===== src/tse_pkg.sv =====
// Shared types, widths and constants of the Taylor sine evaluator.
// Holds the per-term reciprocal table; no dependencies.

package tse_pkg;

	localparam int TERM_COUNT  = 8;
	localparam int TERM_LIMIT  = 16;

	localparam int ANGLE_W     = 32;
	localparam int SINE_W      = 40;
	localparam int X2_W        = 64;
	localparam int MAG_W       = 57;
	localparam int P_W         = 63;
	localparam int ACC_W       = 60;
	localparam int RECIP_W     = 64;
	localparam int HALF        = 32;
	localparam int PROD_W      = 128;
	localparam int X2_FRAC     = 58;
	localparam int FIRST_SHIFT = 19;
	localparam int OUT_SHIFT   = 17;

	typedef logic        [ANGLE_W-1:0] angle_t;
	typedef logic signed [SINE_W-1:0]  sine_t;
	typedef logic        [X2_W-1:0]    x2_t;
	typedef logic        [MAG_W-1:0]   mag_t;
	typedef logic        [P_W-1:0]     p_t;
	typedef logic signed [ACC_W-1:0]   acc_t;
	typedef logic        [RECIP_W-1:0] recip_t;
	typedef logic        [2*HALF-1:0]  part_t;
	typedef logic        [PROD_W-1:0]  prod_t;

	typedef struct packed {
		logic vld;
		x2_t  x2;
		mag_t mag;
		acc_t acc;
	} cell_bus_t;

	localparam recip_t RECIP_NUM = {RECIP_W{1'b1}};

	// floor((2^64 - 1) / (2i(2i+1))), entry i; entry zero unused
	localparam recip_t RECIP_TAB [TERM_LIMIT] = '{
		'0,
		RECIP_NUM / 64'd6,
		RECIP_NUM / 64'd20,
		RECIP_NUM / 64'd42,
		RECIP_NUM / 64'd72,
		RECIP_NUM / 64'd110,
		RECIP_NUM / 64'd156,
		RECIP_NUM / 64'd210,
		RECIP_NUM / 64'd272,
		RECIP_NUM / 64'd342,
		RECIP_NUM / 64'd420,
		RECIP_NUM / 64'd506,
		RECIP_NUM / 64'd600,
		RECIP_NUM / 64'd702,
		RECIP_NUM / 64'd812,
		RECIP_NUM / 64'd930
	};

	localparam logic LAST_SUB = ((TERM_COUNT - 1) % 2) == 1;

	localparam acc_t SAT_HI = {{(ACC_W-SINE_W+1){1'b0}}, {(SINE_W-1){1'b1}}};
	localparam acc_t SAT_LO = {{(ACC_W-SINE_W+1){1'b1}}, {(SINE_W-1){1'b0}}};

endpackage


===== src/tse_sine_if.sv =====
// Output channel of the Taylor sine evaluator: valid/ready with one sine per beat.
// Depends on tse_pkg.

interface tse_sine_if;
	import tse_pkg::*;
	logic  valid;
	logic  ready;
	sine_t sine_value;

	modport source(output valid, output sine_value, input ready);
	modport sink(input valid, input sine_value, output ready);
endinterface


===== src/tse_tail.sv =====
// Final fold of the last term, floor shift to Q8.31 with saturation, and the
// output register with its skid slot. Depends on tse_pkg and tse_sine_if.

module tse_tail (
	input  logic               clk,
	input  logic               arst_n,
	input  tse_pkg::cell_bus_t up,
	output logic               en,
	tse_sine_if.source         results
);
	import tse_pkg::*;

	logic  vld_t1;
	acc_t  acc_t1;
	acc_t  shifted;
	sine_t sat;
	logic  out_vld_q, skid_vld_q;
	sine_t out_q, skid_q;
	logic  arrive, pop;

	assign en     = !skid_vld_q;
	assign arrive = vld_t1 && en;
	assign pop    = out_vld_q && results.ready;

	always_comb begin
		shifted = acc_t1 >>> OUT_SHIFT;
		if (shifted > SAT_HI) begin
			sat = SAT_HI[SINE_W-1:0];
		end else if (shifted < SAT_LO) begin
			sat = SAT_LO[SINE_W-1:0];
		end else begin
			sat = shifted[SINE_W-1:0];
		end
	end

	always_ff @(posedge clk or negedge arst_n) begin
		if (!arst_n) begin
			vld_t1 <= 1'b0;
		end else if (en) begin
			vld_t1 <= up.vld;
		end
	end

	always_ff @(posedge clk) begin
		if (en) begin
			acc_t1 <= LAST_SUB ? up.acc - acc_t'(up.mag) : up.acc + acc_t'(up.mag);
		end
	end

	always_ff @(posedge clk or negedge arst_n) begin
		if (!arst_n) begin
			out_vld_q  <= 1'b0;
			skid_vld_q <= 1'b0;
		end else if (!out_vld_q || pop) begin
			if (skid_vld_q) begin
				out_vld_q  <= 1'b1;
				skid_vld_q <= arrive;
			end else begin
				out_vld_q <= arrive;
			end
		end else if (arrive) begin
			skid_vld_q <= 1'b1;
		end
	end

	always_ff @(posedge clk) begin
		if (!out_vld_q || pop) begin
			if (skid_vld_q) begin
				out_q  <= skid_q;
				skid_q <= sat;
			end else begin
				out_q <= sat;
			end
		end else if (arrive) begin
			skid_q <= sat;
		end
	end

	assign results.valid      = out_vld_q;
	assign results.sine_value = out_q;

endmodule


===== src/flat_wrapper.sv =====
// flat-port wrapper written by rule: the top's interface ports become plain ports
module tse_tail_flat import tse_pkg::*;
  (clk, arst_n, up, en, results_valid, results_sine_value, results_ready);
  tse_sine_if results_i ();
  input  logic clk;
  input  logic arst_n;
  input  tse_pkg::cell_bus_t up;
  output logic en;
  output wire logic [$bits(results_i.valid)-1:0] results_valid;
  output wire logic [$bits(results_i.sine_value)-1:0] results_sine_value;
  input wire logic [$bits(results_i.ready)-1:0] results_ready;
  assign results_valid = results_i.valid;
  assign results_sine_value = results_i.sine_value;
  assign results_i.ready = results_ready;
  tse_tail u_core (.clk(clk), .arst_n(arst_n), .up(up), .en(en), .results(results_i));
endmodule

===== config.mk =====
export PLATFORM = sky130hd
export DESIGN_NAME = tse_tail_flat
export DESIGN_NICKNAME = d
export VERILOG_FILES = /design/src/tse_pkg.sv /design/src/tse_sine_if.sv /design/src/tse_tail.sv /design/src/flat_wrapper.sv
export SDC_FILE = /design/constraint.sdc
export NUM_CORES = 1
export LEC_CHECK = 0
export ABC_AREA = 1
export BUFFER_PORTS_ARGS = -buffer_cell sky130_fd_sc_hd__buf_2
export CORE_ASPECT_RATIO = 2
export CORE_MARGIN = 8
export CORE_UTILIZATION = 57
export CTS_BUF_LIST = sky130_fd_sc_hd__clkbuf_2 sky130_fd_sc_hd__clkbuf_4 sky130_fd_sc_hd__clkbuf_8
export DETAILED_ROUTE_END_ITERATION = 6
export GPL_ROUTABILITY_DRIVEN = 0
export PLACE_DENSITY = 0.83
export SYNTH_ARGS = -nofsm -noshare
export SYNTH_HDL_FRONTEND = slang
export SYNTH_SLANG_ARGS = --single-unit

===== constraint.sdc =====
create_clock -name clk -period 5.09 [get_ports clk]
set_clock_uncertainty 0.1 [all_clocks]
set_input_delay 0 -clock clk [delete_from_list [all_inputs] [get_ports clk]]
set_output_delay 0 -clock clk [all_outputs]
set_load 0.02 [all_outputs]

# Word-level counts from Yosys, hierarchy flattened
# Index checks and enable logic that the tools add are counted.
# totals
ff_bits	143
inputBits	185
output_inout_bits	42
elab_cells	27
# classes
n_eq_ne	1
n_mux	10
add_sub_neg	1
n_lt_le_gt_ge	2
n_reduce_logical	7
# op_table
op	count
40-bit 2-to-1 mux	6
60-bit by 58-bit subtractor with 60-bit output	1
43-bit by 40-bit > comparator with 1-bit output, second input constant	1
43-bit by 40-bit less-than comparator with 1-bit output, second input constant	1
1-bit 2-to-1 mux	4
1-bit logical AND	2
1-bit zero test	2
2-bit by 1-bit inequality test with 1-bit output, second input constant	1
2-bit AND reduction	1
2-bit nonzero test	1
1-bit logical OR	1

# Depth between registers and ports, before layout
# depth
word_depth	5
depth_mapped	14
depth_no_buf	14

# Worst setup path before layout
# No wires, ideal clock.
# synth_path
path_type	reg-to-reg
startpoint	reg u_core.skid_vld_q
endpoint	reg u_core.skid_q[0] (enable)
period_less_slack_ns	4.133
arrival_time_ns	3.541
required_time_ns	4.497
path_slack_ns	0.957
n_path_buf	1
stages_incl_launch_ff	4
setup_time_ns	0.493
path_cell_list	dfrtp_1 inv_2 clkbuf_1 o21ai_0
# synth_between
elab_chain_cells	4
elab_cells_between_ends	5
classes_between	1 x eq/ne; 4 x reduce/logical
# synth_lines
item	line_no	source
start, declared	tse_tail.sv:17	logic out_vld_q, skid_vld_q;
start signal, assigned	tse_tail.sv:57	skid_vld_q <= arrive;
1-bit zero test	tse_tail.sv:21	assign en = !skid_vld_q;
1-bit logical AND	tse_tail.sv:22	assign arrive = vld_t1 && en;
2-bit nonzero test (no line)	-	
2-bit AND reduction (no line) *	-	
end signal, assigned	tse_tail.sv:70	skid_q <= sat;
end signal, assigned	tse_tail.sv:75	skid_q <= sat;
end, declared	tse_tail.sv:18	sine_t out_q, skid_q;
# Every way passes the cells marked *; elsewhere a longest branch is shown, timed or not.
# A chain may end at the register's enable or synchronous reset.

# Worst setup path in the final report
# layout_path
startpoint	reg u_core.skid_vld_q
endpoint	reg u_core.out_q[10] (netlist: u_core.results.sine_value[10]) (data pin)
# layout_between
elab_chain_cells	1
# layout_lines
item	line_no	source
40-bit 2-to-1 mux	tse_tail.sv:68	if (skid_vld_q) begin
end signal, assigned	tse_tail.sv:69	out_q <= skid_q;
end signal, assigned	tse_tail.sv:72	out_q <= sat;
end, declared	tse_tail.sv:18	
# No other way between the ends.

==> results.json <==
{
  "status": "complete, no violations",
  "drv_slew": 0,
  "fin_crit_sh_pct": 45.2,
  "clock_path_buffers": 2,
  "cts_made_buffers": 17,
  "cts-root-buf": "clkbuf_8",
  "avgSynthCellArea_sq_um": 6.66,
  "ir_drop_mv": 0.229,
  "relSlewSlack_pct": 13.9,
  "power.leakage_nw": 6.61,
  "hold_slack_ns": 0.0555,
  "final_hold_viol_count": 0,
  "fmax_mhz": 434,
  "grt_overflow": 0,
  "synth_compound_area_share_pct": 5.76,
  "place_hpwl_microns": 23000,
  "setup_viol": 0,
  "worstPathRequired_ns": 5.11,
  "synth_cell_types": 30,
  "grt_max_degree": 106,
  "synthSimpleGateAreaFrac_pct": 35.6,
  "tightestPinTransition_ns": 1.29,
  "drt_iter0_drc": 792,
  "pwr_density_cell_mw_per_mm2": 315,
  "period_needed_ns": 2.30,
  "wl_microns": 28600,
  "ioPinCount": 227,
  "finalNetCount": 1939,
  "clk_latency_ns": 0.43,
  "holdCritPathClass": "primary input to register",
  "core-area_sq_mm": 0.0176,
  "ys_seq_area_share_pct": 37.1,
  "num-fill-cells": 1559,
  "crit_arrival_ns": 2.33,
  "grt_pass1_wl_microns": 46600,
  "track_usage_pct": 25.2,
  "fp.dieArea_sq_mm": 0.0226,
  "setup_tns_ns": 0,
  "htreeDepth": 4,
  "area_growth_pct": 15.2,
  "syn_inst": 1527,
  "switching_power_mw": 1.35,
  "combPwrFrac_pct": 33.2,
  "p_sw_share_pct": 36.5,
  "grt_pass1_vias": 10100,
  "start_util_pct": 57.7,
  "die_h_microns": 205,
  "cts_tree": "yes",
  "synth-seq-cells": 126,
  "cts_resized": 0,
  "antenna_left": 0,
  "antenna_found_initial": 1,
  "cell_internal_pwr_mw": 2.35,
  "synth_nets": 1768,
  "drive_above_1_share_pct": 16.1,
  "startpoint_type": "register",
  "drv_cap": 0,
  "rsz0062_at_grt": "false",
  "synth_fa_ha_area_share_pct": 6.89,
  "muxShareOfSynthArea_pct": 0,
  "r2r_slack_ns": 2.79,
  "drc": 0,
  "clockPowerShare_pct": 25.3,
  "portBuffers": 162,
  "synth_area_sq_mm": 0.0102,
  "total_power_mw": 3.69,
  "yosysWarningCount": 0,
  "vias": 10100,
  "die_x_microns": 110,
  "synth_xor_area_share_pct": 1.29,
  "synth_top_family_by_area": "simple AND/OR/NAND/NOR gates",
  "viasPerCell": 5.27,
  "wire_per_inst_microns": 14.9,
  "crit_path_end_kind": "register",
  "sequentialPowerShare_pct": 41.5,
  "drt-pass1-iter-count": 5,
  "fp-row-count": 69,
  "clk_pin_slew_ns": 0.08,
  "crit_fanout": 105,
  "cts_sinks": 126,
  "crit_type": "register to register"
}
cells in the mapped netlist:
cell	instances	area share [%]
a21oi_1	43	2.1
a21oi_2	1	0.086
a31oi_1	39	2.4
buf_2	5	0.25
clkbuf_1	16	0.59
clkinv_1	1	0.037
dfrtp_1	3	0.74
edfxtp_1	123	36
ha_1	56	6.9
inv_1	328	12
inv_2	11	0.41
nand2_1	610	23
nand2_2	27	1.7
nand3_1	42	2.1
nand3_2	5	0.49
nand4_1	21	1.3
nor2_1	123	4.5
nor2_2	16	0.98
nor2_4	5	0.55
nor3_1	8	0.39
nor3_2	6	0.59
nor3_4	1	0.16
nor4_1	1	0.062
nor4_2	2	0.25
o21ai_0	7	0.34
o21ai_1	2	0.098
o21bai_1	8	0.59
o31ai_2	1	0.12
or2_2	1	0.062
xor2_1	15	1.3
critical path, stage by stage (launching register included):
cell and delay [ns]:
dfrtp_1 0.46, clkinv_2 0.27, buf_4 0.88, a31oi_1 0.22
path summary, 6_finish.rpt:
path | end | cells after the start | start
max in group asynchronous | u_core.vld_t1 | 3 | arst_n
min in group asynchronous | u_core.results.valid | 3 | arst_n
worst max register to register | u_core.results.sine_value[10] | 3 | u_core.skid_vld_q
worst min register to register | u_core.skid_q[39] | 0 | u_core.acc_t1[59]
worst min-delay path | u_core.acc_t1[21] | 3 | up[21]
worst max-delay path | u_core.results.sine_value[10] | 3 | u_core.skid_vld_q
layout make-up:
| cell class | instances | area, sq um | share of cell area (%) |
|---|---|---|---|
| Inverter | 340 | 1280 | 10.9 |
| Antenna cell | 1 | 2.50 | 0.0214 |
| Timing Repair Buffer | 173 | 911 | 7.77 |
| Multi-Input combinational cell | 1040 | 5060 | 43.2 |
| Clock buffer | 17 | 234 | 2.00 |
| Clock inverter | 15 | 199 | 1.70 |
| Tap cell | 213 | 267 | 2.27 |
| Sequential cell | 126 | 3770 | 32.2 |
state kept, by name, indices dropped and copies added, names as in the netlist:
| signal | cells |
|---|---|
| u_core.acc_t1 | 43 |
| u_core.results.sine_value | 40 |
| u_core.results.valid | 1 |
| u_core.skid_q | 40 |
| u_core.skid_vld_q | 1 |
| u_core.vld_t1 | 1 |
kinds of logic after synthesis:
| kind of cell | after synthesis |
|---|---|
| and+or+nand+nor | 868 |
| adders and majority gates | 56 |
| xor gates and xnor gates | 15 |
| DFF | 126 |
| AOI/OAI and AO/OA | 101 |
| buffers and inverters | 361 |
what timing repair did:
item / 4_1_cts / 5_1_grt
endpoints found under the hold margin: 8 / 0
buffers inserted: 0 / 0
hold buffers: 7 / 0
stage by stage:
stage / std cells / worst slack [ns] / instance area [sq um] / util, %
finish: 1925 / 2.79 / 11700 / 66.5
global route: 1924 / 2.64 / 11700 / 66.5
floorplan: 1527 / 0.957 / 10200 / -
CTS: 1924 / 2.81 / 11700 / 66.5
detailed placement: 1885 / 2.82 / 11200 / 63.7
global placement: 1885 / 2.86 / 11200 / 63.7
power by group through the flow:
| stage | logic (mW) | clock network (mW) | registers (mW) |
|---|---|---|---|
| 2_1_floorplan | 0.702 | 0 | 1.67 |
| 3_3_place_gp | 1.16 | 0 | 1.55 |
| 3_5_place_dp | 1.20 | 0 | 1.56 |
| 4_1_cts | 1.21 | 0.947 | 1.54 |
| 5_1_grt | 1.36 | 0.985 | 1.56 |
| 6_report | 1.23 | 0.934 | 1.53 |
metal layers:
metal / part of all wire [%] / track usage, %
met1: 38 / 27.6
met2: 48 / 43.2
met3: 8.0 / 5.07
met4: 6.8 / 17.1
met5: 0 / 0
cells in the final DEF (no fill, tap or decap), types with 2 or more instances in the layout:
| cell type | instances |
|---|---|
| a21oi_1 | 43 |
| a31oi_1 | 39 |
| buf_2 | 162 |
| buf_4 | 4 |
| bufinv_16 | 3 |
| clkbuf_8 | 17 |
| clkinv_2 | 2 |
| clkinv_4 | 4 |
| dfrtp_1 | 3 |
| dlygate4sd3_1 | 7 |
| edfxtp_1 | 123 |
| ha_1 | 56 |
| inv_1 | 328 |
| inv_2 | 10 |
| inv_6 | 4 |
| inv_8 | 3 |
| nand2_1 | 610 |
| nand2_2 | 27 |
| nand3_1 | 42 |
| nand3_2 | 5 |
| nand4_1 | 21 |
| nor2_1 | 123 |
| nor2_2 | 16 |
| nor2_4 | 5 |
| nor3_1 | 8 |
| nor3_2 | 6 |
| nor4_2 | 2 |
| o21ai_0 | 6 |
| o21ai_1 | 2 |
| o21bai_1 | 8 |
| xor2_1 | 15 |
Note: power is estimated with default switching activity, not from simulation.
